$ cat src/rtl/core/i2c_master_message_sequencer_assert.svh
// Assertion macros for the I2C master message sequencer.
// Expects clk and rst_n in the scope where a macro is used.
`ifndef I2C_MASTER_MESSAGE_SEQUENCER_ASSERT_SVH
`define I2C_MASTER_MESSAGE_SEQUENCER_ASSERT_SVH

// Same-cycle implication, masked while in reset
`define I2CMS_ASSERT_NOW(lbl, ante, cons) \
  lbl: assert property (@(posedge clk) disable iff (!rst_n) (ante) |-> (cons)) \
    else $error("i2cms: same-cycle check failed");

// Next-cycle implication, masked while in reset
`define I2CMS_ASSERT_NEXT(lbl, ante, cons) \
  lbl: assert property (@(posedge clk) disable iff (!rst_n) (ante) |=> (cons)) \
    else $error("i2cms: next-cycle check failed");

`endif

$ cat src/rtl/core/i2cms_pkg.sv
// Shared types and constants of the I2C master message sequencer.
// No dependencies; used by the interfaces and every RTL module.
package i2cms_pkg;

  // Largest message the sequencer handles; longer lengths are clamped
  localparam int MAX_MESSAGE_BYTES = 255;

  localparam int ADDR_W = 7;
  localparam int LEN_W  = 8;
  localparam int BYTE_W = 8;
  localparam int POS_W  = 9;
  localparam int CFG_W  = 8;
  localparam int CIDX_W = 2;

  localparam int MAX_LEN_CLAMP = (MAX_MESSAGE_BYTES > 255) ? 255 : MAX_MESSAGE_BYTES;
  localparam logic [LEN_W-1:0] MAX_LEN = LEN_W'(MAX_LEN_CLAMP);

  // Position code of the address phase (minus one)
  localparam logic [POS_W-1:0] POS_ADDR = '1;

  // Status bits
  localparam logic [BYTE_W-1:0] ST_AL   = 8'h08;
  localparam logic [BYTE_W-1:0] ST_NACK = 8'h04;
  localparam logic [BYTE_W-1:0] ST_DONE = 8'h20;

  // Request kinds
  localparam logic ACT_START = 1'b0;
  localparam logic ACT_IRQ   = 1'b1;

  // Configuration register indexes
  localparam logic [CIDX_W-1:0] CFG_SLAVE_ADDRESS  = 2'd0;
  localparam logic [CIDX_W-1:0] CFG_READ_MODE      = 2'd1;
  localparam logic [CIDX_W-1:0] CFG_MESSAGE_LENGTH = 2'd2;

  typedef enum logic [2:0] {
    OP_BEGIN     = 3'd0,
    OP_SEND      = 3'd1,
    OP_SEND_STOP = 3'd2,
    OP_SEND_RECV = 3'd3,
    OP_RECV      = 3'd4,
    OP_RECV_STOP = 3'd5,
    OP_ABORT     = 3'd6
  } bus_op_t;

  typedef struct packed {
    logic [ADDR_W-1:0] slave_address;
    logic              read_mode;
    logic [LEN_W-1:0]  message_length;
  } cfg_t;

  typedef struct packed {
    logic              action;
    logic [BYTE_W-1:0] status_byte;
    logic [BYTE_W-1:0] tx_byte;
    logic [BYTE_W-1:0] rx_byte;
  } item_t;

  typedef struct packed {
    bus_op_t           bus_op;
    logic [BYTE_W-1:0] data_byte;
    logic [BYTE_W-1:0] byte_index;
    logic              store_valid;
    logic              done_res;
    logic              failed;
    logic [BYTE_W-1:0] status_seen;
  } result_t;

endpackage

$ cat src/rtl/core/i2cms_in_if.sv
// Request channel of the I2C master message sequencer (valid/ready).
// Depends on i2cms_pkg for field widths.
interface i2cms_in_if;
  logic                             valid;
  logic                             ready;
  logic                             action;
  logic [i2cms_pkg::BYTE_W-1:0]     status_byte;
  logic [i2cms_pkg::BYTE_W-1:0]     tx_byte;
  logic [i2cms_pkg::BYTE_W-1:0]     rx_byte;

  modport source (output valid, action, status_byte, tx_byte, rx_byte, input ready);
  modport sink   (input valid, action, status_byte, tx_byte, rx_byte, output ready);
endinterface

$ cat src/rtl/core/i2cms_out_if.sv
// Result channel of the I2C master message sequencer (valid/ready).
// Depends on i2cms_pkg for field types and widths.
interface i2cms_out_if;
  logic                             valid;
  logic                             ready;
  i2cms_pkg::bus_op_t               bus_op;
  logic [i2cms_pkg::BYTE_W-1:0]     data_byte;
  logic [i2cms_pkg::BYTE_W-1:0]     byte_index;
  logic                             store_valid;
  logic                             done_res;
  logic                             failed;
  logic [i2cms_pkg::BYTE_W-1:0]     status_seen;

  modport source (output valid, bus_op, data_byte, byte_index, store_valid, done_res,
                  failed, status_seen, input ready);
  modport sink   (input valid, bus_op, data_byte, byte_index, store_valid, done_res,
                  failed, status_seen, output ready);
endinterface

$ cat src/rtl/core/i2cms_cfg_regs.sv
// Configuration registers: slave address, direction and message length.
// Depends on i2cms_pkg.
module i2cms_cfg_regs (
  input  logic                           clk,
  input  logic                           rst_n,
  input  logic                           cfg_we,
  input  logic [i2cms_pkg::CIDX_W-1:0]   cfg_index,
  input  logic [i2cms_pkg::CFG_W-1:0]    cfg_wdata,
  output i2cms_pkg::cfg_t                cfg
);
  import i2cms_pkg::*;

  cfg_t cfg_r;

  // Register write decode; unknown indexes are ignored
  always_ff @(posedge clk) begin
    if (!rst_n) begin
      cfg_r <= '0;
    end else if (cfg_we) begin
      unique case (cfg_index)
        CFG_SLAVE_ADDRESS:  cfg_r.slave_address  <= cfg_wdata[ADDR_W-1:0];
        CFG_READ_MODE:      cfg_r.read_mode      <= cfg_wdata[0];
        CFG_MESSAGE_LENGTH: cfg_r.message_length <= cfg_wdata[LEN_W-1:0];
        default:            cfg_r                <= cfg_r;
      endcase
    end
  end

  assign cfg = cfg_r;

endmodule

$ cat src/rtl/core/i2cms_step.sv
// Decision logic for one request: next position, status and the result.
// Depends on i2cms_pkg; purely combinational.
module i2cms_step (
  input  i2cms_pkg::item_t                 item,
  input  i2cms_pkg::cfg_t                  cfg,
  input  logic [i2cms_pkg::POS_W-1:0]      position,
  input  logic [i2cms_pkg::BYTE_W-1:0]     status_acc,
  output i2cms_pkg::result_t               res,
  output logic [i2cms_pkg::POS_W-1:0]      position_nxt,
  output logic [i2cms_pkg::BYTE_W-1:0]     status_nxt
);
  import i2cms_pkg::*;

  logic [LEN_W-1:0]  eff_len;
  logic [POS_W-1:0]  len_pos;
  logic [POS_W-1:0]  last_pos;
  logic              at_addr;
  logic              at_end;
  logic              at_last;
  logic              abort;
  logic [BYTE_W-1:0] sacc;

  // Length clamp and position compares
  assign eff_len  = (cfg.message_length > MAX_LEN) ? MAX_LEN : cfg.message_length;
  assign len_pos  = {1'b0, eff_len};
  assign last_pos = len_pos - POS_W'(1);
  assign at_addr  = (position == POS_ADDR);
  assign at_end   = (position == len_pos);
  assign at_last  = (position == last_pos);
  assign abort    = |(item.status_byte & (ST_AL | ST_NACK));
  assign sacc     = status_acc | item.status_byte;

  // Step selection: start, abort, dummy read, address, write byte, read byte
  always_comb begin
    res          = '0;
    res.bus_op   = OP_BEGIN;
    position_nxt = position;
    status_nxt   = status_acc;
    if (item.action == ACT_START) begin
      status_nxt   = '0;
      position_nxt = POS_ADDR;
    end else begin
      if (abort) begin
        res.bus_op   = OP_ABORT;
        res.done_res = 1'b1;
        res.failed   = 1'b1;
      end else if (at_end) begin
        // dummy read closes a read; the byte is dropped
        res.bus_op   = OP_RECV;
        res.done_res = 1'b1;
      end else begin
        if (at_addr || !cfg.read_mode) begin
          res.data_byte = at_addr ? {cfg.slave_address, cfg.read_mode} : item.tx_byte;
          if (cfg.read_mode) begin
            res.bus_op = OP_SEND_RECV;
          end else if (at_last) begin
            res.bus_op   = OP_SEND_STOP;
            res.done_res = 1'b1;
          end else begin
            res.bus_op = OP_SEND;
          end
        end else begin
          res.bus_op      = at_last ? OP_RECV_STOP : OP_RECV;
          res.data_byte   = item.rx_byte;
          res.byte_index  = position[BYTE_W-1:0];
          res.store_valid = 1'b1;
        end
        position_nxt = position + POS_W'(1);
      end
      status_nxt = sacc | (res.done_res ? ST_DONE : '0);
    end
    res.status_seen = status_nxt;
  end

endmodule

$ cat src/rtl/core/i2c_master_message_sequencer.sv
// Top level of the I2C master message sequencer: request register, step
// logic, message state and result register. Depends on i2cms_pkg,
// i2cms_in_if, i2cms_out_if, i2cms_cfg_regs, i2cms_step and the assert header.
//
//  channel  | direction | handshake          | payload
//  ---------+-----------+--------------------+-----------------------------------
//  in_ch    | in        | valid / ready      | action, status_byte, tx_byte, rx_byte
//  out_ch   | out       | valid / ready      | bus_op .. status_seen, one per request
//  cfg_*    | in        | cfg_we, no ready   | cfg_index, cfg_wdata
//
// One request per clock while out_ch is ready; stages: request register, then
// result register. Position and accumulated status update as a request moves
// from the request register into the result register. A stalled result holds
// in the result register while one more request waits in the request
// register. Synchronous active-low reset puts position at the address phase.
`include "i2c_master_message_sequencer_assert.svh"

module i2c_master_message_sequencer (
  input  logic                           clk,
  input  logic                           rst_n,
  i2cms_in_if.sink                       in_ch,
  i2cms_out_if.source                    out_ch,
  input  logic                           cfg_we,
  input  logic [i2cms_pkg::CIDX_W-1:0]   cfg_index,
  input  logic [i2cms_pkg::CFG_W-1:0]    cfg_wdata
);
  import i2cms_pkg::*;

  cfg_t              cfg;
  item_t             in_item;
  item_t             s1_item_r;
  logic              s1_valid_r;
  result_t           step_res;
  result_t           out_res_r;
  logic              out_valid_r;
  logic [POS_W-1:0]  position_r;
  logic [POS_W-1:0]  position_nxt;
  logic [BYTE_W-1:0] status_r;
  logic [BYTE_W-1:0] status_nxt;
  logic              out_free;
  logic              s1_adv;
  logic              in_ready;
  logic              in_acc;

  i2cms_cfg_regs u_cfg (
    .clk       (clk),
    .rst_n     (rst_n),
    .cfg_we    (cfg_we),
    .cfg_index (cfg_index),
    .cfg_wdata (cfg_wdata),
    .cfg       (cfg)
  );

  i2cms_step u_step (
    .item         (s1_item_r),
    .cfg          (cfg),
    .position     (position_r),
    .status_acc   (status_r),
    .res          (step_res),
    .position_nxt (position_nxt),
    .status_nxt   (status_nxt)
  );

  // Handshake between the two register stages
  assign out_free = !out_valid_r || out_ch.ready;
  assign s1_adv   = s1_valid_r && out_free;
  assign in_ready = !s1_valid_r || out_free;
  assign in_acc   = in_ch.valid && in_ready;

  assign in_item.action      = in_ch.action;
  assign in_item.status_byte = in_ch.status_byte;
  assign in_item.tx_byte     = in_ch.tx_byte;
  assign in_item.rx_byte     = in_ch.rx_byte;

  // Control state and message state
  always_ff @(posedge clk) begin
    if (!rst_n) begin
      s1_valid_r  <= 1'b0;
      out_valid_r <= 1'b0;
      position_r  <= POS_ADDR;
      status_r    <= '0;
    end else begin
      if (in_ready) begin
        s1_valid_r <= in_ch.valid;
      end
      if (out_free) begin
        out_valid_r <= s1_valid_r;
      end
      if (s1_adv) begin
        position_r <= position_nxt;
        status_r   <= status_nxt;
      end
    end
  end

  // Payload registers
  always_ff @(posedge clk) begin
    if (in_acc) begin
      s1_item_r <= in_item;
    end
    if (s1_adv) begin
      out_res_r <= step_res;
    end
  end

  assign in_ch.ready        = in_ready;
  assign out_ch.valid       = out_valid_r;
  assign out_ch.bus_op      = out_res_r.bus_op;
  assign out_ch.data_byte   = out_res_r.data_byte;
  assign out_ch.byte_index  = out_res_r.byte_index;
  assign out_ch.store_valid = out_res_r.store_valid;
  assign out_ch.done_res    = out_res_r.done_res;
  assign out_ch.failed      = out_res_r.failed;
  assign out_ch.status_seen = out_res_r.status_seen;

  // A stored byte only comes with a receive
  `I2CMS_ASSERT_NOW(a_store_is_recv, out_valid_r && out_res_r.store_valid,
    out_res_r.bus_op == OP_RECV || out_res_r.bus_op == OP_RECV_STOP)
  // A failure is always an abort that finishes the message
  `I2CMS_ASSERT_NOW(a_fail_is_abort, out_valid_r && out_res_r.failed,
    out_res_r.bus_op == OP_ABORT && out_res_r.done_res)
  // Finishing reports the software-done bit
  `I2CMS_ASSERT_NOW(a_done_flags, out_valid_r && out_res_r.done_res,
    (out_res_r.status_seen & ST_DONE) == ST_DONE)
  // A waiting request is never dropped
  `I2CMS_ASSERT_NEXT(a_s1_held, s1_valid_r && !s1_adv, s1_valid_r)
  // A start request returns the position to the address phase
  `I2CMS_ASSERT_NEXT(a_start_pos, s1_adv && s1_item_r.action == ACT_START,
    position_r == POS_ADDR && status_r == '0)

endmodule
$ cat src/flat_wrapper.sv
// flat-port wrapper written by rule: the top's interface ports become plain ports
module i2c_master_message_sequencer_flat import i2cms_pkg::*;
  (clk, rst_n, cfg_we, cfg_index, cfg_wdata, in_ch_valid, in_ch_action, in_ch_status_byte, in_ch_tx_byte, in_ch_rx_byte, in_ch_ready, out_ch_valid, out_ch_bus_op, out_ch_data_byte, out_ch_byte_index, out_ch_store_valid, out_ch_done_res, out_ch_failed, out_ch_status_seen, out_ch_ready);
  i2cms_in_if in_ch_i ();
  i2cms_out_if out_ch_i ();
  input  logic clk;
  input  logic rst_n;
  input  logic cfg_we;
  input  logic [i2cms_pkg::CIDX_W-1:0] cfg_index;
  input  logic [i2cms_pkg::CFG_W-1:0] cfg_wdata;
  input wire logic [$bits(in_ch_i.valid)-1:0] in_ch_valid;
  input wire logic [$bits(in_ch_i.action)-1:0] in_ch_action;
  input wire logic [$bits(in_ch_i.status_byte)-1:0] in_ch_status_byte;
  input wire logic [$bits(in_ch_i.tx_byte)-1:0] in_ch_tx_byte;
  input wire logic [$bits(in_ch_i.rx_byte)-1:0] in_ch_rx_byte;
  output wire logic [$bits(in_ch_i.ready)-1:0] in_ch_ready;
  output wire logic [$bits(out_ch_i.valid)-1:0] out_ch_valid;
  output wire logic [$bits(out_ch_i.bus_op)-1:0] out_ch_bus_op;
  output wire logic [$bits(out_ch_i.data_byte)-1:0] out_ch_data_byte;
  output wire logic [$bits(out_ch_i.byte_index)-1:0] out_ch_byte_index;
  output wire logic [$bits(out_ch_i.store_valid)-1:0] out_ch_store_valid;
  output wire logic [$bits(out_ch_i.done_res)-1:0] out_ch_done_res;
  output wire logic [$bits(out_ch_i.failed)-1:0] out_ch_failed;
  output wire logic [$bits(out_ch_i.status_seen)-1:0] out_ch_status_seen;
  input wire logic [$bits(out_ch_i.ready)-1:0] out_ch_ready;
  assign in_ch_i.valid = in_ch_valid;
  assign in_ch_i.action = in_ch_action;
  assign in_ch_i.status_byte = in_ch_status_byte;
  assign in_ch_i.tx_byte = in_ch_tx_byte;
  assign in_ch_i.rx_byte = in_ch_rx_byte;
  assign in_ch_ready = in_ch_i.ready;
  assign out_ch_valid = out_ch_i.valid;
  assign out_ch_bus_op = out_ch_i.bus_op;
  assign out_ch_data_byte = out_ch_i.data_byte;
  assign out_ch_byte_index = out_ch_i.byte_index;
  assign out_ch_store_valid = out_ch_i.store_valid;
  assign out_ch_done_res = out_ch_i.done_res;
  assign out_ch_failed = out_ch_i.failed;
  assign out_ch_status_seen = out_ch_i.status_seen;
  assign out_ch_i.ready = out_ch_ready;
  i2c_master_message_sequencer u_core (.clk(clk), .rst_n(rst_n), .in_ch(in_ch_i), .out_ch(out_ch_i), .cfg_we(cfg_we), .cfg_index(cfg_index), .cfg_wdata(cfg_wdata));
endmodule
$ cat config.mk
export PLATFORM = sky130hd
export DESIGN_NAME = i2c_master_message_sequencer_flat
export DESIGN_NICKNAME = d
export VERILOG_FILES = /design/src/rtl/core/i2cms_pkg.sv /design/src/rtl/core/i2cms_in_if.sv /design/src/rtl/core/i2cms_out_if.sv /design/src/rtl/core/i2cms_cfg_regs.sv /design/src/rtl/core/i2cms_step.sv /design/src/rtl/core/i2c_master_message_sequencer.sv /design/src/flat_wrapper.sv
export VERILOG_INCLUDE_DIRS = /design/src /design/src/rtl/core
export SDC_FILE = /design/constraint.sdc
export NUM_CORES = 1
export LEC_CHECK = 0
export BUFFER_PORTS_ARGS = -buffer_cell sky130_fd_sc_hd__buf_2
export CORE_MARGIN = 2
export CORE_UTILIZATION = 50
export DETAILED_ROUTE_END_ITERATION = 6
export PLACE_DENSITY = 0.85
export SYNTH_ARGS = -nofsm -noshare
export SYNTH_HDL_FRONTEND = slang
export SYNTH_SLANG_ARGS = --single-unit
$ cat constraint.sdc
create_clock -name clk -period 6.5 [get_ports clk]
set_input_delay 0.975 -clock clk [delete_from_list [all_inputs] [get_ports clk]]
set_output_delay 0.975 -clock clk [all_outputs]
set_load 0.05 [all_outputs]
After elaboration in Yosys (flattened, before gate mapping):

Index checks and enable logic that the tools add are counted.

* flip-flop bits (word level): 90
* word-level logic and storage cells: 69
* bits of input ports: 40
* output and inout port bits: 32

* equal/unequal tests: 7
* reduce and logical (&&, ||, !) cells: 16
* muxes and demuxes: 21
* magnitude comparators: 1
* bitwise logic cells: 3
* add/sub/neg operators: 2

Operators by type and width (count)
* $mux 9: 3
* $mux 8: 3
* $mux 11: 1
* $add 9x1->9 const B: 1
* $eq 9x8->1: 1
* $eq 9x9->1: 1
* $eq 9x9->1 const B: 1
* $mux 1: 9
* $mux 3: 3
* $sub 8x1->9 const B: 1
* $gt 8x8->1 const B: 1
* $or 8x6->8: 1
* $or 8x8->8: 1
* $mux 6: 1
* $reduce_and 2->1: 3
* $reduce_or 5->1: 1
* $ne 2x2->1 const B: 2
* $reduce_or 4->1: 1
* $logic_not 1->1: 3
* $logic_or 1x1->1: 3
* $reduce_and 3->1: 1
* $eq 2x1->1 const B: 1
* $eq 2x2->1 const B: 1
* $logic_and 1x1->1: 2
* other kinds (4): 4

Depth between registers and ports, before layout:

* depth in word-level cells: 13
* depth in mapped cells: 9

By module:

From an unflattened synthesis, not the netlist that was laid out.

* cell total of the unflattened synthesis: 366
* area, all modules: 4152.7 um^2

Modules (own cells, without submodules)
* i2c_master_message_sequencer: times used 1, cells an instance 139, area an instance 2453.6 um^2
* i2cms_step: times used 1, cells an instance 164, area an instance 1077.3 um^2
* i2cms_cfg_regs: times used 1, cells an instance 63, area an instance 621.8 um^2

Least setup slack after synthesis:

OpenSTA, ideal clock, no wires.

* kind: input -> register
* start: input port out_ch_ready
* end: register u_core.s1_item_r[0] (netlist name) (enable)
* data arrival time: 2.119 ns
* slack: 3.997 ns
* data required time: 6.116 ns
* path buffers: 0
* setup time: 0.384 ns
* stages: 3
* cell sequence: nor2b_1 -> nand2_1 -> and2_1

* longest elaborated chain between the ends: 3

RTL lines
* start, declared: RTL line flat_wrapper.sv:25 `input wire logic [$bits(out_ch_i.ready)-1:0] out_ch_ready;`
* $logic_or 1x1->1: RTL line i2c_master_message_sequencer.sv:65 `assign out_free = !out_valid_r || out_ch.ready;`
* $logic_or 1x1->1: RTL line i2c_master_message_sequencer.sv:67 `assign in_ready = !s1_valid_r || out_free;`
* named net in_ch_ready: RTL line flat_wrapper.sv:16 `output wire logic [$bits(in_ch_i.ready)-1:0] in_ch_ready;`
* $logic_and 1x1->1: RTL line i2c_master_message_sequencer.sv:68 `assign in_acc = in_ch.valid && in_ready;`
* named net u_core.in_acc: RTL line i2c_master_message_sequencer.sv:43 `logic in_acc;`
* end signal, assigned: RTL line i2c_master_message_sequencer.sv:99 `s1_item_r <= in_item;`
* end, declared: RTL line i2c_master_message_sequencer.sv:31 `item_t s1_item_r;`

The timed path passes the listed nets, and every way through them passes these cells.
A chain may end at the register's enable or synchronous reset.

Worst setup path in the final report:

* start: input port out_ch_ready
* end: register u_core.status_r[5]

* longest elaborated chain between the ends: 2

RTL lines
* $logic_or 1x1->1: RTL line i2c_master_message_sequencer.sv:65
* $logic_and 1x1->1: RTL line i2c_master_message_sequencer.sv:66 `assign s1_adv = s1_valid_r && out_free;`
* named net u_core.s1_adv: RTL line i2c_master_message_sequencer.sv:41 `logic s1_adv;`
* end signal, assigned: RTL line i2c_master_message_sequencer.sv:91 `status_r <= status_nxt;`
* end, declared: RTL line i2c_master_message_sequencer.sv:38 `logic [BYTE_W-1:0] status_r;`

The timed path passes the listed nets, and every way through them passes these cells.

==> flow_summary.toml <==
[status]
outcome = "completed"

[floorplanning]
coreArea_sq_um = 7650
ioPinCount = 72
die_w_um = 92.2
start_util_pct = 50.9
rows = 32
die_y_um = 92.2
die-area_sq_um = 8500

[final_layout]
syn2layout_area_growth_pct = 15.2
finalNonFillerCells = 490
utilization_pct = 58.6
layout_common_cells = "71 x buf_2, 55 x edfxtp_1, 35 x nor2_1, 35 x dfxtp_1, 31 x mux2i_1"
drive_above_1_share_pct = 25.5
n_antenna_cell = 0
final_common_cell = "buf_2"
nNetsFinal = 427

[synthesis]
syn_avg_cell_area_sq_um = 12.4
ys_warn_count = 0
synth-seq-cells = 90
synth.distinct_cells = 55
ys_seq_area_share_pct = 60.5
synth_edf_count = 55
async_flop_share_pct = 0
synth_fp_nets = 357
netlist_area_sq_um = 3890
synth_top_flop_cell = "edfxtp_1"
syn-instance-count = 314

[hold_path]
hold_depth = 2
holdCritPathClass = "register to register"

[clocking]
cts_tree = "built"
cts_buffers = 9
clk_latency_ns = 0.35
htree_levels = 3
clk_path_buf_depth = 2
cts-root-buf = "clkbuf_8"
cts-resized-gates = 0
cts_setup_buffers = 0
clk_pin_slew_ns = 0.08
clkSinkCount = 90
hold_buffers = 0

[timing]
worstMarginPinSlew_ns = 1.22
rsz0062_at_grt = "false"
slew_headroom_pct = 18.7
fmax_ghz = 0.370
finalCriticalPeriod_ns = 2.70
hold_ws_ns = 0.525
fin_tns_setup_ns = 0
drv_slew = 0
setup_viol = 0
fin_ws_ns = 3.80
finClkSkew_ns = 0.0109
period_share_pct = 41.6
hold_viol_final = 0

[critical_path]
crit_fanout = 39
critPathKind = "input pin to register"
worstSetupStartpointType = "input pin"
cp-end-kind = "register"
reg2reg_depth = 7
required_ns = 6.79
cp_data_arrival_time_ns = 2.99

[drt]
via_per_inst = 5.22
drt_pass1_iterations = 4
post-route-drc-count = 0
wire_per_inst_um = 15.0
vias = 2557
drt_iter0_drc = 156
finalWirelength_um = 7360
final_antenna_net_count = 0

[grt]
grt_start_max_net_pins = 40
grt_pass1_wl_um = 12100
grt_overflow_total = 0
track_usage_pct = 18.4
antenna_found_initial = 0
first_global_vias = 2480

[pwr]
p_leak_nw = 1.76
p_per_area_nw_per_um2 = 265
ir_drop_uv = 138

[placement]
dp_hpwl_um = 5050
place_inst = 475
portBuffers = 71
pre_cts_ws_ns = 3.45
place_congestion = 0.864

[run]
max-cap-violations = 0
state kept, by name, indices dropped and copies added (netlist names):
signal                     cells
u_core.status_r                8
u_core.out_ch.status_seen      8
u_core.position_r              9
u_core.out_ch.bus_op           3
u_core.s1_valid_r              1
u_core.u_cfg.cfg              16
u_core.out_ch.done_res         1
u_core.out_ch.byte_index       8
u_core.out_ch.store_valid      1
u_core.out_ch.failed           1
u_core.out_ch.valid            1
u_core.s1_item_r              25
u_core.out_ch.data_byte        8
synth_stat cells, drive strengths merged, types with 3 or more instances:
cell type / instances / share of area, %
edfxtp: 55 / 42
nor2: 36 / 3.7
dfxtp: 35 / 18
mux2i: 31 / 8.0
nor2b: 27 / 4.3
a21oi: 17 / 2.3
nand2: 14 / 1.4
xnor2: 13 / 3.1
and2: 9 / 1.4
buf: 7 / 1.4
and3: 6 / 0.97
clkbuf: 6 / 0.58
inv: 5 / 0.48
nand3: 5 / 0.64
o21ai: 4 / 0.51
ha: 3 / 0.97
nor3: 3 / 0.51
or2: 3 / 0.55
xor2: 3 / 0.68
per-stage QoR:
| step | area, sq um | power (W) |
|---|---|---|
| finish | 4480 | 0.00119 |
| global route | 4480 | 0.00124 |
| CTS | 4480 | 0.00119 |
| detailed placement | 4300 | 0.000842 |
| global placement | 4300 | 0.000835 |
| floorplan | 3890 | 0.000797 |
cells by family (layout without fill, tap and decap cells):
| logic type | Yosys count | after routing | share of synthesized area, % |
|---|---|---|---|
| buffers and inverters | 18 | 92 | 2.45 |
| AOI/OAI and AO/OA | 41 | 41 | 7.85 |
| muxes | 31 | 31 | 7.98 |
| DFF | 90 | 90 | 60.5 |
| xor gates and xnor gates | 16 | 16 | 3.80 |
| and+or+nand+nor | 115 | 115 | 16.5 |
| adders and majority gates | 3 | 3 | 0.965 |
layer usage:
metal | track usage [%] | wire [um]
met1 | 24.5 | 3360
met2 | 29.8 | 3550
met3 | 3.53 | 326
met4 | 7.34 | 121
met5 | 0 | 0
power breakdown:
part	leakage [nW]	internal [W]	switching, W	total, W
clock	0.0864	0.000176	0.000181	0.000357
sequential	0.811	0.000636	0.0000204	0.000656
combinational	0.859	0.0000635	0.000110	0.000174
total	1.76	0.000875	0.000311	0.00119
final timing paths:
kind	startpoint	to	slack (ns)
max reg2reg	u_core.position_r[1]	u_core.out_ch.byte_index[2]	3.96
min	u_core.status_r[7]	u_core.status_r[7]	0.53
max	out_ch_ready	u_core.status_r[5]	3.80
min reg2reg	u_core.status_r[7]	u_core.status_r[7]	0.53
final cells by class:
type	count	area [sq um]
fill	620	3170
clock buffer	12	135
sequential	90	2350
timing repair buffer	72	363
tap	102	128
multi-input combinational	206	1440
clock inverter	3	42.5
inverter	5	18.8
critical path, cell delays in order:
cell and delay (ns):
buf_2 0.10, nor2b_1 0.20, nand2b_1 0.34, inv_2 0.42
a21boi_1 0.63, o21ai_0 0.18, a21oi_1 0.14
No activity file was read; power rests on OpenSTA's default activity.
